File: src/rtl/cfr_pkg.sv
// ----------------------------------------------------------------------------
// cfr_pkg
// shared types and constants of the checksummed frame receiver
// ----------------------------------------------------------------------------
`default_nettype none

package cfr_pkg;

  // opcodes of the request word
  localparam logic OP_RECV = 1'b0;
  localparam logic OP_READ = 1'b1;

  // kind of a response word
  localparam logic KIND_REPORT = 1'b0;
  localparam logic KIND_READ   = 1'b1;

  // frame status codes
  typedef logic [1:0] status_t;
  localparam status_t ST_OK        = 2'd0;
  localparam status_t ST_BAD_SUM   = 2'd1;
  localparam status_t ST_TOO_LONG  = 2'd2;
  localparam status_t ST_TOO_SHORT = 2'd3;

  // configuration register indexes
  localparam logic CFG_SYNC_BYTE  = 1'b0;
  localparam logic CFG_REPLY_TYPE = 1'b1;

  // register reset values
  localparam logic [7:0] SYNC_BYTE_RESET  = 8'hAA;
  localparam logic [7:0] REPLY_TYPE_RESET = 8'h02;

  // frame layout
  localparam int unsigned HDR_BYTES   = 3;   // sync plus two length bytes
  localparam int unsigned MIN_LEN     = 5;   // shortest length holding the package number
  localparam int unsigned TYPE_OFFSET = 4;   // reply type position
  localparam int unsigned PKG_HI_OFF  = 5;
  localparam int unsigned PKG_LO_OFF  = 6;
  localparam int unsigned PAGE_BITS   = 8;   // 256 byte flash pages
  localparam int unsigned SECTOR_BITS = 4;   // 16 pages to an erase sector

  // source of read data
  typedef logic [1:0] rd_src_t;
  localparam rd_src_t RD_ZERO  = 2'd0;
  localparam rd_src_t RD_RAM   = 2'd1;
  localparam rd_src_t RD_PATCH = 2'd2;

  typedef struct packed {
    logic          kind;
    status_t       status;
    logic [15:0]   package_number;
    logic [7:0]    reply_checksum;
    logic [9:0]    frame_bytes;
    rd_src_t       rd_src;
    logic [7:0]    rd_patch;
  } cfr_result_t;

endpackage

`default_nettype wire

File: src/rtl/cfr_if.sv
// ----------------------------------------------------------------------------
// cfr_in_if / cfr_out_if
// valid/ready channels of the frame receiver
// ----------------------------------------------------------------------------
`default_nettype none

interface cfr_in_if;
  logic       valid;
  logic       ready;
  logic       opcode;
  logic [7:0] rx_byte;
  logic [8:0] read_index;

  modport source (output valid, opcode, rx_byte, read_index, input ready);
  modport sink   (input valid, opcode, rx_byte, read_index, output ready);
endinterface

interface cfr_out_if;
  logic        valid;
  logic        ready;
  logic        kind;
  logic [1:0]  status;
  logic [15:0] package_number;
  logic [23:0] flash_address;
  logic        erase_sector;
  logic [7:0]  reply_checksum;
  logic [9:0]  frame_bytes;
  logic [7:0]  read_data;

  modport source (output valid, kind, status, package_number, flash_address, erase_sector,
                  reply_checksum, frame_bytes, read_data, input ready);
  modport sink   (input valid, kind, status, package_number, flash_address, erase_sector,
                  reply_checksum, frame_bytes, read_data, output ready);
endinterface

`default_nettype wire

File: src/rtl/checksummed_frame_receiver.sv
// ----------------------------------------------------------------------------
// checksummed_frame_receiver
// assembles sync/length/payload/checksum frames from received bytes and
// reports each frame, and returns stored buffer bytes on request
// ----------------------------------------------------------------------------
//
//   channel   role   word                                  handshake
//   req       sink   opcode, rx_byte, read_index           valid/ready
//   rsp       source kind, status, package_number, ...     valid/ready
//   cfg_*     sink   register index and data               write enable only
//
// one word is taken every cycle while rsp is not stalled; a word passes the
// input register, then the result register with the buffer read beside it
// rst is synchronous and clears frame state and registers; no word is taken
// while rst is high; buffer contents are left as they are; the user must read
// back only written entries, which the block itself does not enforce
// a stalled rsp holds the result register and the buffer read data, the
// input register takes a word only while it is empty or the result stage has room
//
`default_nettype none

module checksummed_frame_receiver #(
  parameter int BUFFER_DEPTH = 512
) (
  input  wire logic       clk,
  input  wire logic       rst,
  cfr_in_if.sink          req,
  cfr_out_if.source       rsp,
  input  wire logic       cfg_we,
  input  wire logic       cfg_index,
  input  wire logic [7:0] cfg_data
);
  import cfr_pkg::*;

  localparam int AW = $clog2(BUFFER_DEPTH);

  // configuration registers
  logic [7:0] sync_byte;
  logic [7:0] reply_type;

  // input register
  logic       s1_valid;
  logic       s1_opcode;
  logic [7:0] s1_rx_byte;
  logic [8:0] s1_read_index;

  // result register
  logic        s2_valid;
  cfr_result_t s2_res;

  logic          advance;
  logic          step;
  logic          res_valid;
  cfr_result_t   res;
  logic          ram_we;
  logic [AW-1:0] ram_waddr;
  logic [7:0]    ram_wdata;
  logic [AW-1:0] ram_raddr;
  logic [7:0]    ram_rdata;

  always_ff @(posedge clk) begin
    if (rst) begin
      sync_byte  <= SYNC_BYTE_RESET;
      reply_type <= REPLY_TYPE_RESET;
    end else if (cfg_we) begin
      case (cfg_index)
        CFG_SYNC_BYTE:  sync_byte  <= cfg_data;
        CFG_REPLY_TYPE: reply_type <= cfg_data;
        default: begin
        end
      endcase
    end
  end

  // the result stage moves whenever it is empty or being drained
  assign advance   = !s2_valid || rsp.ready;
  assign req.ready = !rst && (!s1_valid || advance);
  assign step      = s1_valid && advance;

  always_ff @(posedge clk) begin
    if (rst) begin
      s1_valid <= 1'b0;
    end else if (req.ready) begin
      s1_valid <= req.valid;
    end
  end

  always_ff @(posedge clk) begin
    if (req.valid && req.ready) begin
      s1_opcode     <= req.opcode;
      s1_rx_byte    <= req.rx_byte;
      s1_read_index <= req.read_index;
    end
  end

  cfr_parser #(
    .BUFFER_DEPTH (BUFFER_DEPTH)
  ) u_parser (
    .clk        (clk),
    .rst        (rst),
    .step       (step),
    .opcode     (s1_opcode),
    .rx_byte    (s1_rx_byte),
    .read_index (s1_read_index),
    .sync_byte  (sync_byte),
    .reply_type (reply_type),
    .res_valid  (res_valid),
    .res        (res),
    .ram_we     (ram_we),
    .ram_waddr  (ram_waddr),
    .ram_wdata  (ram_wdata),
    .ram_raddr  (ram_raddr)
  );

  // frame buffer; read issued with the word, data lines up with the result
  cfr_ram #(
    .WIDTH (8),
    .DEPTH (BUFFER_DEPTH)
  ) u_buffer (
    .clk   (clk),
    .we    (ram_we),
    .waddr (ram_waddr),
    .wdata (ram_wdata),
    .re    (advance),
    .raddr (ram_raddr),
    .rdata (ram_rdata)
  );

  always_ff @(posedge clk) begin
    if (rst) begin
      s2_valid <= 1'b0;
    end else if (advance) begin
      s2_valid <= step && res_valid;
    end
  end

  always_ff @(posedge clk) begin
    if (advance) begin
      s2_res <= res;
    end
  end

  // response word
  always_comb begin
    rsp.valid          = s2_valid;
    rsp.kind           = s2_res.kind;
    rsp.status         = s2_res.status;
    rsp.package_number = s2_res.package_number;
    rsp.flash_address  = {s2_res.package_number, PAGE_BITS'(0)};
    // only a good frame report carries the erase flag
    rsp.erase_sector   = (s2_res.kind == KIND_REPORT) && (s2_res.status == ST_OK) &&
                         (s2_res.package_number[SECTOR_BITS-1:0] == '0);
    rsp.reply_checksum = s2_res.reply_checksum;
    rsp.frame_bytes    = s2_res.frame_bytes;
    case (s2_res.rd_src)
      RD_RAM:   rsp.read_data = ram_rdata;
      RD_PATCH: rsp.read_data = s2_res.rd_patch;
      default:  rsp.read_data = 8'h00;
    endcase
  end

endmodule

`default_nettype wire

File: src/rtl/cfr_ram.sv
// ----------------------------------------------------------------------------
// cfr_ram
// generic single write port ram with registered read
// ----------------------------------------------------------------------------
`default_nettype none

module cfr_ram #(
  parameter int WIDTH = 8,
  parameter int DEPTH = 512
) (
  input  wire logic                     clk,
  input  wire logic                     we,
  input  wire logic [$clog2(DEPTH)-1:0] waddr,
  input  wire logic [WIDTH-1:0]         wdata,
  input  wire logic                     re,
  input  wire logic [$clog2(DEPTH)-1:0] raddr,
  output logic      [WIDTH-1:0]         rdata
);

  logic [WIDTH-1:0] mem [DEPTH];

  always_ff @(posedge clk) begin
    if (we) begin
      mem[waddr] <= wdata;
    end
    if (re) begin
      rdata <= mem[raddr];
    end
  end

endmodule

`default_nettype wire

File: src/rtl/cfr_parser.sv
// ----------------------------------------------------------------------------
// cfr_parser
// frame state, running checksum and report logic, one word a cycle while step is high
// ----------------------------------------------------------------------------
`default_nettype none

module cfr_parser #(
  parameter int BUFFER_DEPTH = 512
) (
  input  wire logic                            clk,
  input  wire logic                            rst,
  input  wire logic                            step,
  input  wire logic                            opcode,
  input  wire logic [7:0]                      rx_byte,
  input  wire logic [8:0]                      read_index,
  input  wire logic [7:0]                      sync_byte,
  input  wire logic [7:0]                      reply_type,
  output logic                                 res_valid,
  output cfr_pkg::cfr_result_t                 res,
  output logic                                 ram_we,
  output logic [$clog2(BUFFER_DEPTH)-1:0]      ram_waddr,
  output logic [7:0]                           ram_wdata,
  output logic [$clog2(BUFFER_DEPTH)-1:0]      ram_raddr
);
  import cfr_pkg::*;

  localparam int AW = $clog2(BUFFER_DEPTH);
  localparam int PW = $clog2(BUFFER_DEPTH + 1);
  localparam logic [16:0] MAX_LEN = 17'(BUFFER_DEPTH - HDR_BYTES);

  logic          in_frame;
  logic [PW-1:0] pos;
  logic [15:0]   length_field;
  logic [7:0]    running_sum;
  logic [7:0]    len_hi;
  logic [7:0]    byte4;
  logic [7:0]    byte5;
  logic [7:0]    byte6;
  logic          patch_valid;
  logic [7:0]    patch_data;

  logic          hunt;
  logic          take;
  logic          sync_hit;
  logic [PW-1:0] pos_inc;
  logic [15:0]   len_now;
  logic [16:0]   total;
  logic          too_long;
  logic          frame_end;
  logic          short_len;
  logic          sum_match;
  logic          ok_end;
  logic [7:0]    rsum;

  always_comb begin
    hunt      = step && (opcode == OP_RECV) && !in_frame;
    take      = step && (opcode == OP_RECV) && in_frame;
    sync_hit  = hunt && (rx_byte == sync_byte);
    pos_inc   = pos + 1'b1;
    len_now   = (pos == PW'(2)) ? {len_hi, rx_byte} : length_field;
    total     = {1'b0, len_now} + 17'(HDR_BYTES);
    // length known at the second length byte
    too_long  = (pos == PW'(2)) && ({1'b0, len_now} > MAX_LEN);
    frame_end = (pos >= PW'(2)) && (17'(pos_inc) == total);
    short_len = len_now < 16'(MIN_LEN);
    sum_match = rx_byte == running_sum;
    ok_end    = take && !too_long && frame_end && !short_len && sum_match;
    rsum      = running_sum - byte4 + reply_type;
  end

  // buffer write: sync byte at offset zero, then every frame byte in place;
  // the checksum slot of a good frame takes the reply checksum
  always_comb begin
    ram_we    = sync_hit || take;
    ram_waddr = hunt ? '0 : pos[AW-1:0];
    ram_wdata = ok_end ? rsum : rx_byte;
    ram_raddr = AW'(read_index);
  end

  always_comb begin
    res            = '0;
    res_valid      = 1'b0;
    if (step && (opcode == OP_READ)) begin
      res_valid = 1'b1;
      res.kind  = KIND_READ;
      if (int'(read_index) >= BUFFER_DEPTH) begin
        res.rd_src = RD_ZERO;
      end else if (patch_valid && (read_index == 9'(TYPE_OFFSET))) begin
        res.rd_src = RD_PATCH;
      end else begin
        res.rd_src = RD_RAM;
      end
      res.rd_patch = patch_data;
    end else if (take && too_long) begin
      res_valid       = 1'b1;
      res.kind        = KIND_REPORT;
      res.status      = ST_TOO_LONG;
      res.frame_bytes = 10'(HDR_BYTES);
    end else if (take && frame_end) begin
      res_valid       = 1'b1;
      res.kind        = KIND_REPORT;
      res.frame_bytes = total[9:0];
      if (short_len) begin
        res.status = ST_TOO_SHORT;
      end else if (!sum_match) begin
        res.status = ST_BAD_SUM;
      end else begin
        res.status         = ST_OK;
        res.package_number = {byte5, byte6};
        res.reply_checksum = rsum;
      end
    end
  end

  always_ff @(posedge clk) begin
    if (rst) begin
      in_frame     <= 1'b0;
      pos          <= '0;
      length_field <= '0;
      running_sum  <= '0;
      patch_valid  <= 1'b0;
    end else begin
      if (sync_hit) begin
        in_frame    <= 1'b1;
        pos         <= PW'(1);
        running_sum <= '0;
      end else if (take) begin
        if (pos == PW'(2)) begin
          length_field <= len_now;
        end
        if (too_long || frame_end) begin
          in_frame    <= 1'b0;
          pos         <= '0;
          running_sum <= '0;
        end else begin
          pos         <= pos_inc;
          running_sum <= running_sum + rx_byte;
        end
      end
      // reply type overlays offset four until a new frame writes that slot
      if (ok_end) begin
        patch_valid <= 1'b1;
      end else if (take && (pos == PW'(TYPE_OFFSET))) begin
        patch_valid <= 1'b0;
      end
    end
  end

  // header bytes kept aside for the report
  always_ff @(posedge clk) begin
    if (take) begin
      if (pos == PW'(1)) begin
        len_hi <= rx_byte;
      end
      if (pos == PW'(TYPE_OFFSET)) begin
        byte4 <= rx_byte;
      end
      if (pos == PW'(PKG_HI_OFF)) begin
        byte5 <= rx_byte;
      end
      if (pos == PW'(PKG_LO_OFF)) begin
        byte6 <= rx_byte;
      end
    end
    if (ok_end) begin
      patch_data <= reply_type;
    end
  end

endmodule

`default_nettype wire

File: src/flat_wrapper.sv
// flat-port wrapper written by rule: the top's interface ports become plain ports
module checksummed_frame_receiver_flat import cfr_pkg::*;
#(
  parameter int BUFFER_DEPTH = 512
)
  (clk, rst, cfg_we, cfg_index, cfg_data, req_valid, req_opcode, req_rx_byte, req_read_index, req_ready, rsp_valid, rsp_kind, rsp_status, rsp_package_number, rsp_flash_address, rsp_erase_sector, rsp_reply_checksum, rsp_frame_bytes, rsp_read_data, rsp_ready);
  cfr_in_if req_i ();
  cfr_out_if rsp_i ();
  input  wire logic clk;
  input  wire logic rst;
  input  wire logic cfg_we;
  input  wire logic cfg_index;
  input  wire logic [7:0] cfg_data;
  input wire logic [$bits(req_i.valid)-1:0] req_valid;
  input wire logic [$bits(req_i.opcode)-1:0] req_opcode;
  input wire logic [$bits(req_i.rx_byte)-1:0] req_rx_byte;
  input wire logic [$bits(req_i.read_index)-1:0] req_read_index;
  output wire logic [$bits(req_i.ready)-1:0] req_ready;
  output wire logic [$bits(rsp_i.valid)-1:0] rsp_valid;
  output wire logic [$bits(rsp_i.kind)-1:0] rsp_kind;
  output wire logic [$bits(rsp_i.status)-1:0] rsp_status;
  output wire logic [$bits(rsp_i.package_number)-1:0] rsp_package_number;
  output wire logic [$bits(rsp_i.flash_address)-1:0] rsp_flash_address;
  output wire logic [$bits(rsp_i.erase_sector)-1:0] rsp_erase_sector;
  output wire logic [$bits(rsp_i.reply_checksum)-1:0] rsp_reply_checksum;
  output wire logic [$bits(rsp_i.frame_bytes)-1:0] rsp_frame_bytes;
  output wire logic [$bits(rsp_i.read_data)-1:0] rsp_read_data;
  input wire logic [$bits(rsp_i.ready)-1:0] rsp_ready;
  assign req_i.valid = req_valid;
  assign req_i.opcode = req_opcode;
  assign req_i.rx_byte = req_rx_byte;
  assign req_i.read_index = req_read_index;
  assign req_ready = req_i.ready;
  assign rsp_valid = rsp_i.valid;
  assign rsp_kind = rsp_i.kind;
  assign rsp_status = rsp_i.status;
  assign rsp_package_number = rsp_i.package_number;
  assign rsp_flash_address = rsp_i.flash_address;
  assign rsp_erase_sector = rsp_i.erase_sector;
  assign rsp_reply_checksum = rsp_i.reply_checksum;
  assign rsp_frame_bytes = rsp_i.frame_bytes;
  assign rsp_read_data = rsp_i.read_data;
  assign rsp_i.ready = rsp_ready;
  checksummed_frame_receiver #(.BUFFER_DEPTH(BUFFER_DEPTH)) u_core (.clk(clk), .rst(rst), .req(req_i), .rsp(rsp_i), .cfg_we(cfg_we), .cfg_index(cfg_index), .cfg_data(cfg_data));
endmodule
File: config.mk
export PLATFORM = sky130hd
export DESIGN_NAME = checksummed_frame_receiver_flat
export DESIGN_NICKNAME = d
export VERILOG_FILES = /design/src/rtl/cfr_pkg.sv /design/src/rtl/cfr_if.sv /design/src/rtl/checksummed_frame_receiver.sv /design/src/rtl/cfr_ram.sv /design/src/rtl/cfr_parser.sv /design/src/flat_wrapper.sv
export SDC_FILE = /design/constraint.sdc
export NUM_CORES = 2
export LEC_CHECK = 0
export BUFFER_PORTS_ARGS = -buffer_cell sky130_fd_sc_hd__buf_2
export CAP_MARGIN = 20
export CORE_MARGIN = 3
export CORE_UTILIZATION = 50
export CTS_BUF_LIST = sky130_fd_sc_hd__clkbuf_8
export DETAILED_ROUTE_END_ITERATION = 16
export PLACE_DENSITY_LB_ADDON = 0.08
export SETUP_SLACK_MARGIN = 0.4
export SYNTH_ARGS = -nofsm -noshare
export SYNTH_HDL_FRONTEND = slang
export SYNTH_SLANG_ARGS = --single-unit
File: constraint.sdc
create_clock -name clk -period 26.1 [get_ports clk]
set_clock_uncertainty 0.05 [all_clocks]
set_input_delay 5.22 -clock clk [delete_from_list [all_inputs] [get_ports clk]]
set_output_delay 5.22 -clock clk [all_outputs]
set_load 0.01 [all_outputs]
==> metrics.txt <==
buffers added on ports 95; # rows 211; global-route wire length before repair 610000 µm; Unique masters post-synth 72; EDFF count, synth 4209; Final Routed Wirelength 426000 µm; # DRC 0; Worst-Skew Late Latency 1.20 ns; # resized after CTS 0; I/O Pins 104; sequential share of the synthesized area 76.5%; layout cell share with drive strength beyond 1 28.4%; Mapped Area 167000 µm²; initial antenna violation count 25; commonest non-fill, non-tap cell in the layout edfxtp_1; Clock Path Buffers 4; area leader, netlist edfxtp_1; most frequent cells in the layout 4209 x edfxtp_1, 1273 x mux4_2, 698 x clkbuf_8, 566 x nor2_1, 274 x inv_1; fin. max-slew vios 0; CP Capture Type output port; Placer Congestion 0.815; Final #Nets 8045; clock sinks 4263; layout overhead on the synthesized area 10.6%; worst hold path type flip-flop to flip-flop; adder-cell share of the synthesized area 0.254%; grt ovf 0; Least-Margin Pin Slew 1.14 ns; Vias 79400; final instance area 184000 µm²; Period Utilization, post-route 43.7%; Final Hold Viols 0; Core ar. 331000 µm²; TritonCTS Buffers 684; MaxCap Viol Count 0; xor/xnor share of the synthesized area 0.299%; Post-synth top flop edfxtp_1; drt via density 6.17; Worst Path Required 20.83 ns; simple-gate share of the synthesized area 2.60%; vias in the first global route 81700; ranking of synthesized cells by area edfxtp_1 76%, mux4_2 17%, nor2_1 1.3%; crit path max fanout 39; top cell type's share of synthesized area 75.8%; Max Clk Rate 0.0878 GHz; height of the die 583 µm; DP Wirelength 250000 µm; largest family of logic cells by synthesized area multiplexers; Starting Density 50.4%; clk slew on worst S/H paths 0.06 ns; Worst setup SP type input pin; Pre-antenna DRT Iters 7; chip width 583 µm; setup tns final 0 ns; CTS tree done; Finish-stage setup viols 0; RSZ-0062 raised after global routing false; 1st-iter DRT viols 9145; Avg Cell Area, Syn 22.1 µm²; H-tree depth 6; crit path DAT 6.13 ns; #FFs+latches synth 4263; static leakage 58.0 nW; Cells after Synth 7537; die area 340000 µm²; mux share of post-synthesis cell area 17.8%; ys async rst share 0%; CTS Root Cell clkbuf_8; Slew headroom 23.4%; pin count of the biggest net entering global routing 211; Warnings, synthesis 0; Cell Area, Placed 172000 µm²; Synth Area in Compound Gates 1.06%; CTS Hold Buffers Added 0; fill count 24800; postcts setup bufs 0; antenna-violating nets left 0; Cell Pwr Density 71.9 nW/µm²; GR Util All Layers 25.1%; Hold Slack 0.419 ns; Wirelength per Cell 33.1 µm; status finished, final reports clean; critical path class input pin to output port; overall power 13.3 mW; worst-case vdd ir drop 0.0000489 V; min Tclk post-route 11.40 ns
-- per-layer routing --
metal	track usage (%)	vias up	part of all wire, %
met5	0	-	0.0070
met4	6.59	4	2.5
met3	4.81	635	7.3
met1	36.3	43000	42
li1	-	32500	-
met2	39.7	3294	49
-- critical path, stage by stage --
cell,delay [ns]
buf_2,0.56
a21oi_1,0.14
buf_2,0.20
-- report_power, final --
group	internal [mW]	total [mW]	leakage [nW]	switching (mW)
Sequential	7.50	7.50	38.4	0.00363
Combinational	0.187	0.509	12.4	0.322
Clock	2.62	5.24	7.11	2.62
-- final timing paths --
check / from / cells after the start / slack (ns) / endpoint
worst min register to register: u_core.reply_type[1]$_SDFFE_PP1P_ / 0 / 0.42 / u_core.u_parser.patch_data[1]$_DFFE_PP_
worst max register to register: u_core.s1_read_index[0]$_DFFE_PP_ / 15 / 17.31 / u_core.u_buffer.rdata[2]$_DFFE_PN_
worst max-delay path: rst / 3 / 14.70 / req_ready
worst min-delay path: u_core.reply_type[1]$_SDFFE_PP1P_ / 0 / 0.42 / u_core.u_parser.patch_data[1]$_DFFE_PP_
-- cells by family (layout without fill, tap and decap cells) --
family	after synthesis	count (layout)
buf+inv	557	1519
fa+ha+maj	29	29
flops	4263	4263
xor+xnor	57	57
mux	1369	1369
other cells	1	20
simple gates	990	990
compound gates	271	271
-- synthesized netlist by cell type, drive strengths merged, types with 5 or more instances --
cell type  count
a2111oi        5
a211oi        18
a21o           8
a21oi         85
a221oi         5
a22o           7
a22oi         25
a31oi         13
and2          43
and3          19
and3b          5
buf          264
clkbuf       246
dfxtp         54
edfxtp      4209
fa             8
ha            21
inv           46
mux2          14
mux2i         82
mux4        1273
nand2        174
nand2b         9
nand3         45
nand3b         5
nand4         22
nor2         574
nor2b         17
nor3          28
nor3b         12
nor4          18
o211ai        11
o21ai         38
o21bai         5
o221ai        12
o22ai         13
or3            5
xnor2         27
xor2          30
-- final cells by class --
type                            count  area (µm²)  share of cell area (%)
Clock buffer                      698        9610                    5.21
Sequential cell                  4263      127000                    69.1
Inverter                           47         184                  0.0997
Timing Repair Buffer              264        2010                    1.09
Tap cell                         4366        5460                    2.96
Multi-Input combinational cell   2724       37000                    20.1
Clock inverter                    510        2680                    1.45
Antenna cell                       12        30.0                  0.0163
-- state kept, by name, indices dropped and copies added, names as in the netlist, 2 cells and up --
signal,flops
u_core.u_buffer.mem,4096
u_core.u_parser.byte5,8
u_core.sync_byte,8
u_core.u_parser.pos,10
u_core.rsp.frame_bytes,10
u_core.rsp.status,2
u_core.u_parser.byte6,8
u_core.u_parser.running_sum,8
u_core.rsp.package_number,16
u_core.s1_rx_byte,8
u_core.u_parser.len_hi,8
u_core.u_parser.byte4,8
u_core.u_parser.length_field,16
u_core.reply_type,8
u_core.rsp.reply_checksum,8
u_core.s2_res,10
u_core.u_parser.patch_data,8
u_core.s1_read_index,9
u_core.u_buffer.rdata,8
-- through the flow --
step                      worst slack (ns)  utilization (%)  instances
final                                14.70             55.7      12900
after global routing                 14.64             55.7      12900
after global placement               14.39             52.0      11700
after CTS                            14.70             55.7      12900
after detailed placement             14.07             52.0      11700
after floorplan                       3.25                -       7544
(Power assumes the default switching activity.)
